`config.mk`:
```
export PLATFORM = sky130hd
export DESIGN_NAME = swt_ram
export DESIGN_NICKNAME = d
export VERILOG_FILES = /design/src/hw/rtl/swt_ram.sv
export SDC_FILE = /design/constraint.sdc
export NUM_CORES = 1
export LEC_CHECK = 0
export BUFFER_PORTS_ARGS = -buffer_cell sky130_fd_sc_hd__buf_2
export CAP_MARGIN = 5
export CORE_MARGIN = 2
export CORE_UTILIZATION = 50
export DETAILED_ROUTE_END_ITERATION = 6
export HOLD_SLACK_MARGIN = 0.03
export PLACE_DENSITY_LB_ADDON = 0.25
export SLEW_MARGIN = 0
export SYNTH_ARGS = -nofsm -noshare
export SYNTH_HDL_FRONTEND = slang
export SYNTH_SLANG_ARGS = --single-unit
```
`constraint.sdc`:
```
create_clock -name i_clk -period 2.9 [get_ports i_clk]
set_input_delay 0 -clock i_clk [delete_from_list [all_inputs] [get_ports i_clk]]
set_output_delay 0 -clock i_clk [all_outputs]
set_load 0.05 [all_outputs]
```
`src/hw/rtl/swt_ram.sv`:
```
// Simple dual-port synchronous RAM with one write and one registered read port.
// Holds the word rows and the pending word; depends on nothing.
`default_nettype none
module swt_ram #(
    parameter int WIDTH = 8,
    parameter int DEPTH = 64
) (
    input  wire logic                     i_clk,
    input  wire logic                     i_rd_en,
    input  wire logic [$clog2(DEPTH)-1:0] i_rd_addr,
    output logic      [WIDTH-1:0]         o_rd_data,
    input  wire logic                     i_wr_en,
    input  wire logic [$clog2(DEPTH)-1:0] i_wr_addr,
    input  wire logic [WIDTH-1:0]         i_wr_data
);

    logic [WIDTH-1:0] r_mem [DEPTH];

    // Write port.
    always_ff @(posedge i_clk) begin
        if (i_wr_en) begin
            r_mem[i_wr_addr] <= i_wr_data;
        end
    end

    // Read port; the data holds until the next read.
    always_ff @(posedge i_clk) begin
        if (i_rd_en) begin
            o_rd_data <= r_mem[i_rd_addr];
        end
    end

endmodule
`default_nettype wire

```
# Word-level counts from Yosys, hierarchy flattened
# Memories as Yosys holds them, arrays and structs flattened. A register that Yosys moved wholly into a read port is not among the register bits.
# Index checks and enable logic that the tools add are counted.
# word_totals
word_cells,3
inputBits,23
memories,1
register_bits,0
mem_bits_rw,512
out_inout_bits,8
# mem_list
name,depth,width,read_ports,rd_clocked_by_memory_dff,wr,line,rtl
r_mem,64,8,1,1,1,17,logic [WIDTH-1:0] r_mem [DEPTH];
# op_classes
mux,2
# ops
cell,count
$mux W1,2

# Longest topological paths before layout
# logic_depth
word_depth,2
ltp_mapped,9
ltp_nobuf,5

# Least setup slack after synthesis
# No wires, ideal clock.
# synth_timing
path_kind,register to register
from,memory r_mem[29][4]
to,"register o_rd_data[4], read port of r_mem, data pin"
setup_time_ns,0.270
period_less_slack_ns,1.830
path_stages_with_launch,6
path_buffers,0
required_time_ns,2.630
arrival_time_ns,1.560
path_slack_ns,1.070
cell_sequence,edfxtp_1 mux4_2 mux2_2 o221a_2 nor3_1 o32ai_1
# synth_lines
item,line,rtl
start: declaration,17,
end: declaration,11,"output logic [WIDTH-1:0] o_rd_data,"

==> results_dict.tcl <==
set metrics [dict create \
    ant_nets 0 \
    power.density_nw_per_um2 659 \
    status "complete, no violations" \
    startpoint_type "flip-flop" \
    track_usage_pct 21.8 \
    antenna_found_initial 3 \
    yosysWarningCount 0 \
    rsz0062_at_grt "false" \
    row_count 73 \
    maxSlewHeadroom_pct 18.1 \
    cts_tree "done" \
    postSynth.asyncResetShare_pct 0 \
    internal-power_mw 12.0 \
    path_max_fanout 1 \
    multi_input_area_sq_um 4320 \
    hpwl_microns 27300 \
    finalNetCount 1082 \
    synth_edf_count 520 \
    synth_cells 940 \
    p_sw_mw 3.13 \
    post-cts-setup-buffer-count 0 \
    fin_crit_sh_pct 74.6 \
    start_util_pct 50.8 \
    fin_crit_ns 2.16 \
    cts.repair.resized 0 \
    timing.final.ws_setup_ns 0.738 \
    peakVddDrop_mv 0.366 \
    numCtsBuffers 50 \
    routed_via_density 6.03 \
    fp.dieH_microns 205 \
    clk_pin_slew_ns 0.06 \
    route.final.wire_length_microns 44100 \
    synthDistinctLibCells 39 \
    p_comb_share_pct 5.4 \
    hold_depth 1 \
    die-area_sq_um 42100 \
    swShare_pct 20.7 \
    clkLatencyLatePin_ns 0.56 \
    first_pass_iters 5 \
    yosys_most_used_dff "edfxtp_1" \
    final-seq-area_sq_um 15600 \
    syn_area_per_cell_sq_um 21.5 \
    initialDrtViolationCount 1142 \
    ys_seq_elements 520 \
    seq_power_share_pct 55.2 \
    synth_nets 963 \
    fin_util_pct 57.7 \
    endpoint_kind "flip-flop" \
    fillers 2954 \
    synthTopCellsByArea "edfxtp_1, mux4_2, nor2_1" \
    hold_viol 0 \
    synth_largest_area_cell "edfxtp_1" \
    numPortBuffers 30 \
    yosysTopAreaCellShare_pct 77.1 \
    num_vias 9769 \
    synthesis.area_sq_um 20200 \
    fp.dieW_microns 205 \
    cp.required_ns 3.20 \
    max_cap_violations 0 \
    p_leak_nw 7.30 \
    syn2layout_area_growth_pct 13.5 \
    core_area_sq_um 39800 \
    layout-drive-gt1-share_pct 29.1 \
    gp_congestion 0.843 \
    crit_type "flip-flop to flip-flop" \
    cts.path.max_buffers 3 \
    drc 0 \
    worstRegToRegCells 5 \
    yosys-top-cells-count "edfxtp_1, mux4_2, nor2_1" \
    grt_pass1_wl_microns 65300 \
    worst_pin_slew_ns 1.23 \
    grt_start_max_net_pins 65 \
    post_drt_wl_per_cell_microns 27.2 \
    cts.sinks 520 \
    skew_ns 0.0135 \
    worst_hold_path_type "input pin to flip-flop" \
    clkPwrFrac_pct 39.5 \
    htree_levels 2 \
    yosysSeqAreaShare_pct 77.1 \
    finalSetupTns_ns 0 \
    slew_viol_final 0 \
    root_buffer "clkbuf_16" \
    grt_pass1_vias 9849 \
    setup_viol 0 \
    cp_data_arrival_time_ns 2.46 \
    io_pins 31 \
    overflow 0 \
    dp_slack_ns 0.482 \
    fmax_mhz 462 \
    yosysMostFrequentCell "edfxtp_1" \
]
[area by class of cell]
| cell class | count | area share [%] |
|---|---|---|
| sequential | 520 | 67.9 |
| timing repair buffer | 118 | 3.97 |
| clock buffer | 63 | 5.75 |
| antenna | 1 | 0.0109 |
| tap | 525 | 2.86 |
| clock inverter | 24 | 0.713 |
| multi-input combinational | 369 | 18.8 |
[critical path, cell delays in order, from the launching register on]
cell      delay (ns)
edfxtp_1        0.36
mux4_2          0.48
mux2_2          0.27
o221a_2         0.28
nor3_1          0.37
o32ai_1         0.15
[sequential cells by signal (all words and copies together) (netlist names)]
| name | flops |
|---|---|
| r_mem | 512 |
| o_rd_data | 8 |
[metrics by stage]
step           cell area, sq um  total power, mW  cells  hold slack, ns
6_report                  23000             15.2   1620          0.0376
5_1_grt                   23000             15.6   1619          0.0625
4_1_cts                   23000             15.3   1619          0.0368
3_5_place_dp              21400             9.34   1527           0.377
3_3_place_gp              21400             9.33   1527           0.377
2_1_floorplan             20200             8.99    940          0.0989
[power groups by stage]
stage	sequential [mW]	clock, mW	combinational (mW)
floorplan	8.54	0	0.444
global placement	8.52	0	0.807
detailed placement	8.52	0	0.817
CTS	8.36	6.09	0.824
global route	8.36	6.38	0.868
finish	8.36	5.98	0.811
[layer usage]
layer | track usage, % | vias to the layer above | routed length [microns]
li1 | - | 4178 | -
met1 | 31.8 | 5093 | 18300
met2 | 33.9 | 417 | 20900
met3 | 3.66 | 79 | 3490
met4 | 7.58 | 2 | 1380
met5 | 0 | - | 10
[path summary, 6_finish.rpt]
check	slack, ns	endpoint	start
min	0.04	r_mem[0][1]	i_wr_data[1]
max	0.74	o_rd_data[4]	r_mem[29][4]
min reg2reg	0.93	o_rd_data[4]	r_mem[30][4]
max reg2reg	0.74	o_rd_data[4]	r_mem[29][4]
[logic make-up (layout without fill, tap and decap cells)]
| family | count (synthesis) | after routing | synth area share (%) |
|---|---|---|---|
| flip-flops | 520 | 520 | 77.1 |
| multiplexers | 162 | 162 | 15.9 |
| AND/OR/NAND/NOR | 153 | 153 | 3.37 |
| AO/OA/AOI/OAI | 54 | 54 | 2.06 |
| buffers and inverters | 51 | 205 | 1.56 |
| other | 0 | 1 | 0 |
[repair_timing]
action	4_1_cts	5_1_grt
hold buffers	5	0
setup endpoints to repair	0	0
hold endpoints to repair	33	0
[cells in the final DEF, fill, tap and decap left out, types with 3 or more instances in the layout]
master         instances
a211oi_1               4
a21oi_1                3
a221oi_1               6
a22oi_1                3
buf_12                 6
buf_2                 27
buf_4                 79
clkbuf_1              12
clkbuf_16             51
clkinv_1              11
clkinv_2               9
dlygate4sd3_1          5
edfxtp_1             520
mux2_2                13
mux2i_1               23
mux4_2               126
nand2_1               19
nand2b_1               7
nand3_1               13
nand3b_1               3
nor2_1                83
nor2b_1               14
nor3_1                 7
o2111ai_1              3
o221ai_1               8
o22ai_1                8
o2bb2ai_1              3
Power figures use the tool's default switching activity.
